[src/rtl/tts_pkg.sv]
// tts_pkg: shared constants and types for the task table scheduler.
// No dependencies.
`timescale 1ns / 1ps

package tts_pkg;

  localparam int unsigned SLOTS     = 64;
  localparam logic [6:0]  BOOT_SLOT = 7'd64;

  localparam logic [2:0] ST_FREE     = 3'd0;
  localparam logic [2:0] ST_READY    = 3'd1;
  localparam logic [2:0] ST_RUNNING  = 3'd2;
  localparam logic [2:0] ST_BLOCKED  = 3'd3;
  localparam logic [2:0] ST_WAITING  = 3'd4;
  localparam logic [2:0] ST_SLEEPING = 3'd5;

  localparam logic [2:0] K_CREATE   = 3'd0;
  localparam logic [2:0] K_SCHEDULE = 3'd1;
  localparam logic [2:0] K_BLOCK    = 3'd2;
  localparam logic [2:0] K_UNBLOCK  = 3'd3;
  localparam logic [2:0] K_SLEEP    = 3'd4;
  localparam logic [2:0] K_WAKEUP   = 3'd5;

  localparam logic [1:0] STAT_OK      = 2'd0;
  localparam logic [1:0] STAT_NO_FREE = 2'd1;
  localparam logic [1:0] STAT_EMPTY   = 2'd2;

  localparam logic [0:0] REG_TICK_MS   = 1'd0;
  localparam logic [0:0] REG_IDLE_SLOT = 1'd1;

  localparam logic [9:0] TICK_MS_RST = 10'd10;

  typedef struct packed {
    logic [2:0]  st;
    logic [7:0]  prio;
    logic [31:0] ticks;
  } entry_t;

endpackage

[src/rtl/task_table_scheduler.sv]
// task_table_scheduler: slot table in one synchronous memory, scan sequencer,
// serial divider for sleep. Depends on tts_pkg.
`timescale 1ns / 1ps
// Create, wakeup and schedule scan the 64-entry memory; block/unblock read and
// update one slot, then reschedule when the current slot is blocked; sleep runs a
// 32-step divider, then a scan; sleep from boot and other kinds go straight to the result.
// One item in flight; next item taken the cycle after its result is posted.
// Reset: a clearing pass over all 64 slots marks them free; no items are taken
// until it ends. Current slot resets to the boot context.

module task_table_scheduler (
  input  logic        clk,
  input  logic        rst,
  input  logic        cfg_we,
  input  logic [0:0]  cfg_index,
  input  logic [9:0]  cfg_data,
  input  logic        item_valid,
  output logic        item_stall,
  input  logic [2:0]  kind,
  input  logic [5:0]  task_slot,
  input  logic [7:0]  task_priority,
  input  logic        block_reason,
  input  logic [31:0] sleep_ms,
  input  logic [31:0] now_tick,
  output logic        result_valid,
  input  logic        result_stall,
  output logic [1:0]  status,
  output logic [6:0]  running_slot,
  output logic        switched,
  output logic [5:0]  created_slot,
  output logic [6:0]  woken_count
);

  localparam logic [3:0] S_CLEAR = 4'd0;
  localparam logic [3:0] S_IDLE  = 4'd1;
  localparam logic [3:0] S_DIV   = 4'd2;
  localparam logic [3:0] S_RD    = 4'd3;
  localparam logic [3:0] S_CHK   = 4'd4;
  localparam logic [3:0] S_SCAN  = 4'd5;
  localparam logic [3:0] S_CRW   = 4'd6;
  localparam logic [3:0] S_W1    = 4'd7;
  localparam logic [3:0] S_W2    = 4'd8;
  localparam logic [3:0] S_FIN   = 4'd9;

  localparam logic [1:0] OP_CREATE = 2'd0;
  localparam logic [1:0] OP_SCHED  = 2'd1;
  localparam logic [1:0] OP_WAKE   = 2'd2;

  tts_pkg::entry_t mem [tts_pkg::SLOTS];
  tts_pkg::entry_t rdata, wd;
  logic            we;
  logic [5:0]      wa, ra;

  logic [3:0]  fsm;
  logic [1:0]  op;
  logic [6:0]  cnt;
  logic        rv;
  logic [5:0]  ridx;
  logic [2:0]  k;
  logic [5:0]  slot;
  logic [7:0]  prio;
  logic        reason;
  logic [31:0] q;
  logic [31:0] now;
  logic [9:0]  rem;
  logic [4:0]  dcnt;
  logic [6:0]  cur, prev_cur, nxt;
  logic        found;
  logic [5:0]  fidx;
  tts_pkg::entry_t best_e, idle_e, cur_e, nxt_e, cur_upd, sel_e;
  logic [6:0]  sel_idx;
  logic        sel_empty;
  logic [1:0]  stat;
  logic [6:0]  woken;
  logic [9:0]  tick_ms;
  logic [5:0]  idle;
  logic [9:0]  div;
  logic [10:0] rem_sh;
  logic        rem_ge;
  logic [32:0] tsum;
  logic        wake_hit, take_best;

  assign item_stall = (fsm != S_IDLE);
  assign div        = (tick_ms == 10'd0) ? 10'd1 : tick_ms;
  assign rem_sh     = {rem, q[31]};
  assign rem_ge     = rem_sh >= {1'b0, div};
  assign tsum       = {1'b0, q} + {32'd0, (rem != 10'd0)};
  assign wake_hit   = (rdata.st == tts_pkg::ST_SLEEPING) && (rdata.ticks <= now);
  assign take_best  = (rdata.st == tts_pkg::ST_READY) && ({1'b0, ridx} != cur) &&
                      (!found || (rdata.ticks > best_e.ticks));

  always_comb begin
    cur_upd = cur_e;
    if (cur_e.st == tts_pkg::ST_RUNNING) cur_upd.st = tts_pkg::ST_READY;
    if (cur_e.ticks == 32'd0) cur_upd.ticks = {24'd0, cur_e.prio};
    sel_empty = 1'b0;
    if (found) begin
      sel_idx = {1'b0, fidx};
      sel_e   = best_e;
    end else if (idle_e.st != tts_pkg::ST_FREE) begin
      sel_idx = {1'b0, idle[5:0]};
      sel_e   = ({1'b0, idle[5:0]} == cur) ? cur_upd : idle_e;
    end else begin
      sel_idx   = cur;
      sel_e     = cur_upd;
      sel_empty = 1'b1;
    end
  end

  always_comb begin
    we = 1'b0;
    wa = ridx;
    wd = rdata;
    ra = cnt[5:0];
    case (fsm)
      S_CLEAR: begin
        we = 1'b1;
        wa = cnt[5:0];
        wd = '{st: tts_pkg::ST_FREE, prio: 8'd0, ticks: 32'd0};
      end
      S_RD: begin
        ra = (k == tts_pkg::K_SLEEP) ? cur[5:0] : slot;
      end
      S_CHK: begin
        wa = (k == tts_pkg::K_SLEEP) ? cur[5:0] : slot;
        if (k == tts_pkg::K_SLEEP) begin
          we = 1'b1;
          wd = '{st: tts_pkg::ST_SLEEPING, prio: rdata.prio, ticks: now + q};
        end else if (rdata.st != tts_pkg::ST_FREE) begin
          we = 1'b1;
          if (k == tts_pkg::K_UNBLOCK) wd.st = tts_pkg::ST_READY;
          else wd.st = reason ? tts_pkg::ST_WAITING : tts_pkg::ST_BLOCKED;
        end
      end
      S_SCAN: begin
        if (rv && op == OP_WAKE && wake_hit) begin
          we = 1'b1;
          wd = '{st: tts_pkg::ST_READY, prio: rdata.prio, ticks: 32'd0};
        end
      end
      S_CRW: begin
        we = found;
        wa = fidx;
        wd = '{st: tts_pkg::ST_READY, prio: prio, ticks: {24'd0, prio}};
      end
      S_W1: begin
        we = !cur[6];
        wa = cur[5:0];
        wd = cur_upd;
      end
      S_W2: begin
        we = !nxt[6];
        wa = nxt[5:0];
        wd = nxt_e;
        wd.st = tts_pkg::ST_RUNNING;
      end
      default: ;
    endcase
  end

  always_ff @(posedge clk) begin
    if (we) mem[wa] <= wd;
    rdata <= mem[ra];
  end

  always_ff @(posedge clk) begin
    if (rst) begin
      fsm          <= S_CLEAR;
      cnt          <= 7'd0;
      rv           <= 1'b0;
      cur          <= tts_pkg::BOOT_SLOT;
      tick_ms      <= tts_pkg::TICK_MS_RST;
      idle         <= 6'd0;
      result_valid <= 1'b0;
    end else begin
      if (cfg_we) begin
        if (cfg_index == tts_pkg::REG_TICK_MS) tick_ms <= cfg_data;
        else idle <= cfg_data[5:0];
      end
      if (result_valid && !result_stall && fsm != S_FIN) result_valid <= 1'b0;
      case (fsm)
        S_CLEAR: begin
          cnt <= cnt + 7'd1;
          if (cnt[5:0] == 6'd63) fsm <= S_IDLE;
        end
        S_IDLE: begin
          if (item_valid) begin
            k        <= kind;
            slot     <= task_slot;
            prio     <= task_priority;
            reason   <= block_reason;
            q        <= sleep_ms;
            now      <= now_tick;
            prev_cur <= cur;
            stat     <= tts_pkg::STAT_OK;
            woken    <= 7'd0;
            fidx     <= 6'd0;
            found    <= 1'b0;
            cnt      <= 7'd0;
            rv       <= 1'b0;
            rem      <= 10'd0;
            dcnt     <= 5'd0;
            case (kind)
              tts_pkg::K_CREATE: begin
                op <= OP_CREATE; fsm <= S_SCAN;
              end
              tts_pkg::K_SCHEDULE: begin
                op <= OP_SCHED; fsm <= S_SCAN;
              end
              tts_pkg::K_BLOCK, tts_pkg::K_UNBLOCK: fsm <= S_RD;
              tts_pkg::K_SLEEP: begin
                if (cur[6]) begin
                  stat <= tts_pkg::STAT_EMPTY; fsm <= S_FIN;
                end else begin
                  fsm <= S_DIV;
                end
              end
              tts_pkg::K_WAKEUP: begin
                op <= OP_WAKE; fsm <= S_SCAN;
              end
              default: fsm <= S_FIN;
            endcase
          end
        end
        S_DIV: begin
          rem  <= rem_ge ? 10'(rem_sh - {1'b0, div}) : rem_sh[9:0];
          q    <= {q[30:0], rem_ge};
          dcnt <= dcnt + 5'd1;
          if (dcnt == 5'd31) fsm <= S_RD;
        end
        S_RD: begin
          if (k == tts_pkg::K_SLEEP)
            q <= (tsum[31:0] == 32'd0) ? 32'd1 : tsum[31:0];
          fsm <= S_CHK;
        end
        S_CHK: begin
          fsm <= S_FIN;
          if (k != tts_pkg::K_SLEEP && rdata.st == tts_pkg::ST_FREE) begin
            stat <= tts_pkg::STAT_EMPTY;
          end else if (k == tts_pkg::K_SLEEP ||
                       (k == tts_pkg::K_BLOCK && {1'b0, slot} == cur)) begin
            op  <= OP_SCHED;
            fsm <= S_SCAN;
          end
        end
        S_SCAN: begin
          rv   <= !cnt[6];
          ridx <= cnt[5:0];
          if (!cnt[6]) cnt <= cnt + 7'd1;
          if (rv) begin
            case (op)
              OP_CREATE: begin
                if (!found && rdata.st == tts_pkg::ST_FREE) begin
                  found <= 1'b1; fidx <= ridx;
                end
              end
              OP_SCHED: begin
                if (take_best) begin
                  found <= 1'b1; fidx <= ridx; best_e <= rdata;
                end
                if (ridx == idle[5:0]) idle_e <= rdata;
                if ({1'b0, ridx} == cur) cur_e <= rdata;
              end
              default: begin
                if (wake_hit) woken <= woken + 7'd1;
              end
            endcase
            if (ridx == 6'd63) begin
              case (op)
                OP_CREATE: fsm <= S_CRW;
                OP_SCHED:  fsm <= S_W1;
                default:   fsm <= S_FIN;
              endcase
            end
          end
        end
        S_CRW: begin
          if (!found) begin
            stat <= tts_pkg::STAT_NO_FREE; fidx <= 6'd0;
          end
          fsm <= S_FIN;
        end
        S_W1: begin
          nxt   <= sel_idx;
          nxt_e <= sel_e;
          if (sel_empty) stat <= tts_pkg::STAT_EMPTY;
          fsm <= S_W2;
        end
        S_W2: begin
          cur <= nxt;
          fsm <= S_FIN;
        end
        S_FIN: begin
          if (!result_valid || !result_stall) begin
            result_valid <= 1'b1;
            status       <= stat;
            running_slot <= cur;
            switched     <= (cur != prev_cur);
            created_slot <= (k == tts_pkg::K_CREATE) ? fidx : 6'd0;
            woken_count  <= woken;
            fsm          <= S_IDLE;
          end
        end
        default: fsm <= S_IDLE;
      endcase
    end
  end

endmodule
[config.mk]
export PLATFORM = sky130hd
export DESIGN_NAME = task_table_scheduler
export DESIGN_NICKNAME = d
export VERILOG_FILES = /design/src/rtl/tts_pkg.sv /design/src/rtl/task_table_scheduler.sv
export SDC_FILE = /design/constraint.sdc
export NUM_CORES = 2
export LEC_CHECK = 0
export ABC_AREA = 1
export BUFFER_PORTS_ARGS = -buffer_cell sky130_fd_sc_hd__buf_2
export CAP_MARGIN = 0
export CORE_MARGIN = 8
export CORE_UTILIZATION = 25
export DETAILED_ROUTE_END_ITERATION = 10
export GPL_TIMING_DRIVEN = 0
export PLACE_DENSITY = 0.39
export SYNTH_ARGS = -nofsm -noshare
export SYNTH_HDL_FRONTEND = slang
export SYNTH_SLANG_ARGS = --single-unit
export TNS_END_PERCENT = 50
[constraint.sdc]
create_clock -name clk -period 7.4 [get_ports clk]
set_input_delay 0.74 -clock clk [delete_from_list [all_inputs] [get_ports clk]]
set_output_delay 0.74 -clock clk [all_outputs]
set_load 0.01 [all_outputs]
==> metrics.txt <==
most common library cell in the layout ignoring fill and taps nand2_1; Total Die Area 0.588 mm2; slack of the worst reg-to-reg path 1.03 ns; count of final hold-check violations 0; number of pins exceeding their max-slew limit in the final report 22; Yosys warning count 0; cell types occupying the most area after synthesis edfxtp_1 (66%), nand2_1 (9.9%), nand3_1 (9.4%); setup slack after placement 1.21 ns; endpoint arrival time on the critical path 7.12 ns; worst hold margin 0.0902 ns; R2R Path End rdata[18]; DRC Markers 0; Setup crit start kind register; area share of fa/ha/maj cells after synthesis 1.02%; weighted congestion reported at the end of routability-driven placement 0.913; die height 767 um; area fraction of the dominant cell type after synthesis 65.5%; Detailed Routing Iterations Pass 1 6; standard-cell row count 276; reg-to-reg startpoint k[0]; post-synthesis share of cell area spent on xor and xnor gates 0.267%; Worst Hold Path Cells 3; via count of the first global-routing pass 97.7k; total CTS buffers 367; fraction of registers with async set or reset after synthesis 0%; DR vias 104k; average cell area after synthesis 10.1 um2; cell area power density 240 mW/mm2; final setup skew 0.0454 ns; transition time at the pin with the least slew margin 1.53 ns; FF-to-FF path depth 15; Main synth FF type edfxtp_1; buffers from clock root to sink, at most 4; Worst-Skew Late Latency 1.01 ns; largest net degree at the start of global routing 38; area added between synthesis and finish 21.1%; worst-case vdd ir drop 0.176 mV; largest family of logic cells by synthesized area simple AND/OR/NAND/NOR gates; area of the mapped netlist 0.141 mm2; initial detailed-routing violation count 11.3k; # clock sinks 3155; #FFs+latches synth 3155; Final min period 6.37 ns; worst relative slew slack -1.89%; status finished with violations; wire length of the first global-routing pass 845 mm; CTS H-Tree Depth 5; distinct cell type count of the synthesized netlist 50; Simple-Gate Fraction of Synth Area 20.7%; sequential area share after synthesis 66.6%; gr ovfl total 0; data required time of the worst path 8.15 ns; Clock Pin Slew Worst Setup and Hold Paths 0.06 ns; mux contribution to synthesized area 0%; GRT Total Usage 20.6%; post-route antenna net violation count 0; critical path class reg -> reg; Post-synth EDFFs 3076; Buffers on Ports 121; starting utilization of the core area 25.0%; commonest cells after routing, fill and taps aside nand2_1 (3712), edfxtp_1 (3076), nand3_1 (2635), inv_1 (2602), buf_2 (490); clock tree from TritonCTS yes; critical path launch point k[0]; crit-path max FO 10; synthesized net count 14.2k; type of element capturing the critical path register; routed via count divided by cell count 4.56; final routed wire length divided by cell count 27.6 um; Nets 15.1k; unrepaired setup endpoints after global routing no; buffers inserted by post-CTS timing repair 0; post-route clock period utilization 86.0%; leakage component of the power 0.0705 uW; endpoint with the worst hold slack q[25]; number of endpoints failing setup at the final stage 0; initial antenna violation count 73; upper clock frequency limit 157 MHz; total wire length after detailed routing 628 mm; cell area after layout 0.171 mm2; Cells after Synth 14.0k; Placement Cell Area 0.159 mm2; Worst Setup Slack, final 1.03 ns; HPWL after detailed placement 461 mm; Clock Root Buffer clkbuf_16; hold path startpoint sleep_ms[25]; Ports 123; fraction of layout cells with a size suffix above 1 9.57%; max-capacitance violation count 2; worst hold path class in -> reg; dominant cell type by area after synthesis edfxtp_1; DIE WIDTH 767 um; Core Footprint 0.564 mm2; area fraction in compound gates after synthesis 2.25%; failing checks capacitance limit, slew limit
[worst max path at each step]
stage,slack (ns),endpoint
6_report,1.03,rdata[18]
5_1_grt,1.08,rdata[17]
4_1_cts,1.18,rdata[17]
3_5_place_dp,1.21,rdata[17]
3_3_place_gp,-4.03,idle_e[28]
2_1_floorplan,1.19,idle_e[0]
[power breakdown]
part           internal, uW  switching (uW)  leakage, uW  total [uW]
sequential            19500             186       0.0279       19700
combinational           890            2900       0.0371        3790
clock                  9830            7700      0.00547       17500
total                 30200           10800       0.0705       41000
[worst max-delay path: stages (launching register included)]
cell and delay (ns):
edfxtp_1 0.43, nor2_2 0.30, nand2_2 0.19, nand2_1 0.11, nand3_2 0.80, nand2_1 0.33
buf_2 0.63, buf_2 0.80, buf_2 0.41, nand2_1 0.10, nand3_1 0.09, nand3_1 0.12
nand3_1 0.14, nand3_1 0.30, nand3_1 0.90, nand2_1 0.37
[registers in the layout, indices dropped and copies added, names as in the netlist, 32 cells and up]
register / cells
now: 32
best_e: 40
nxt_e: 40
cur_e: 43
rdata: 43
idle_e: 43
mem: 2752
q: 32
[repair_timing]
action / in CTS / in global routing
endpoints found under the setup margin: 0 / 0
hold endpoints to repair: 76 / 0
hold buffers: 76 / 0
gates resized for setup: 0 / 0
[kinds of logic after synthesis]
logic type | after synthesis
simple gates | 6823
fa+ha+maj | 114
flops | 3155
buf+inv | 3292
compound gates | 552
xor+xnor | 43
[synth_stat cells (all sizes together) (3+ instances only)]
library cell	instances
nand2	3716
edfxtp	3076
nand3	2640
inv	2607
buf	440
nor2	351
clkbuf	243
o21ai	208
a21oi	186
ha	112
o211ai	80
dfxtp	79
nand4	48
nor3	35
xor2	32
o22ai	21
nor4	19
o2111ai	11
xnor2	11
o21a	7
o221ai	7
a221oi	6
or2	6
a31oi	5
o21bai	5
a211oi	4
nor3b	4
a21o	3
[per-layer routing]
layer | up-vias | track usage, % | routed length, um | part of all wire [%]
li1 | 47900 | - | - | -
met1 | 51100 | 27.6 | 270000 | 43
met2 | 3869 | 32.9 | 284000 | 45
met3 | 774 | 3.08 | 41900 | 6.7
met4 | 2 | 9.26 | 31800 | 5.1
met5 | - | 0 | 13 | 0.0021
[per-stage QoR]
step / TNS, ns / util (%) / power (uW) / std cells
floorplan: 0 / - / 21800 / 14000
global placement: -9607.86 / 26.8 / 23700 / 21600
finish: 0 / 30.3 / 41000 / 22800
detailed placement: 0 / 28.2 / 23800 / 21900
global route: 0 / 30.3 / 42200 / 22700
CTS: 0 / 30.3 / 41300 / 22700
[layout make-up]
class	instances	area, um2
Clock buffer	486	9860
Buffer	683	3070
Timing Repair Buffer	539	8180
Multi-Input combinational cell	7532	35100
Fill cell	58500	393000
Clock inverter	173	1290
Sequential cell	3155	94000
Tap cell	7506	9390
Antenna cell	71	178
Inverter	2609	9800
Power figures use the tool's default switching activity.
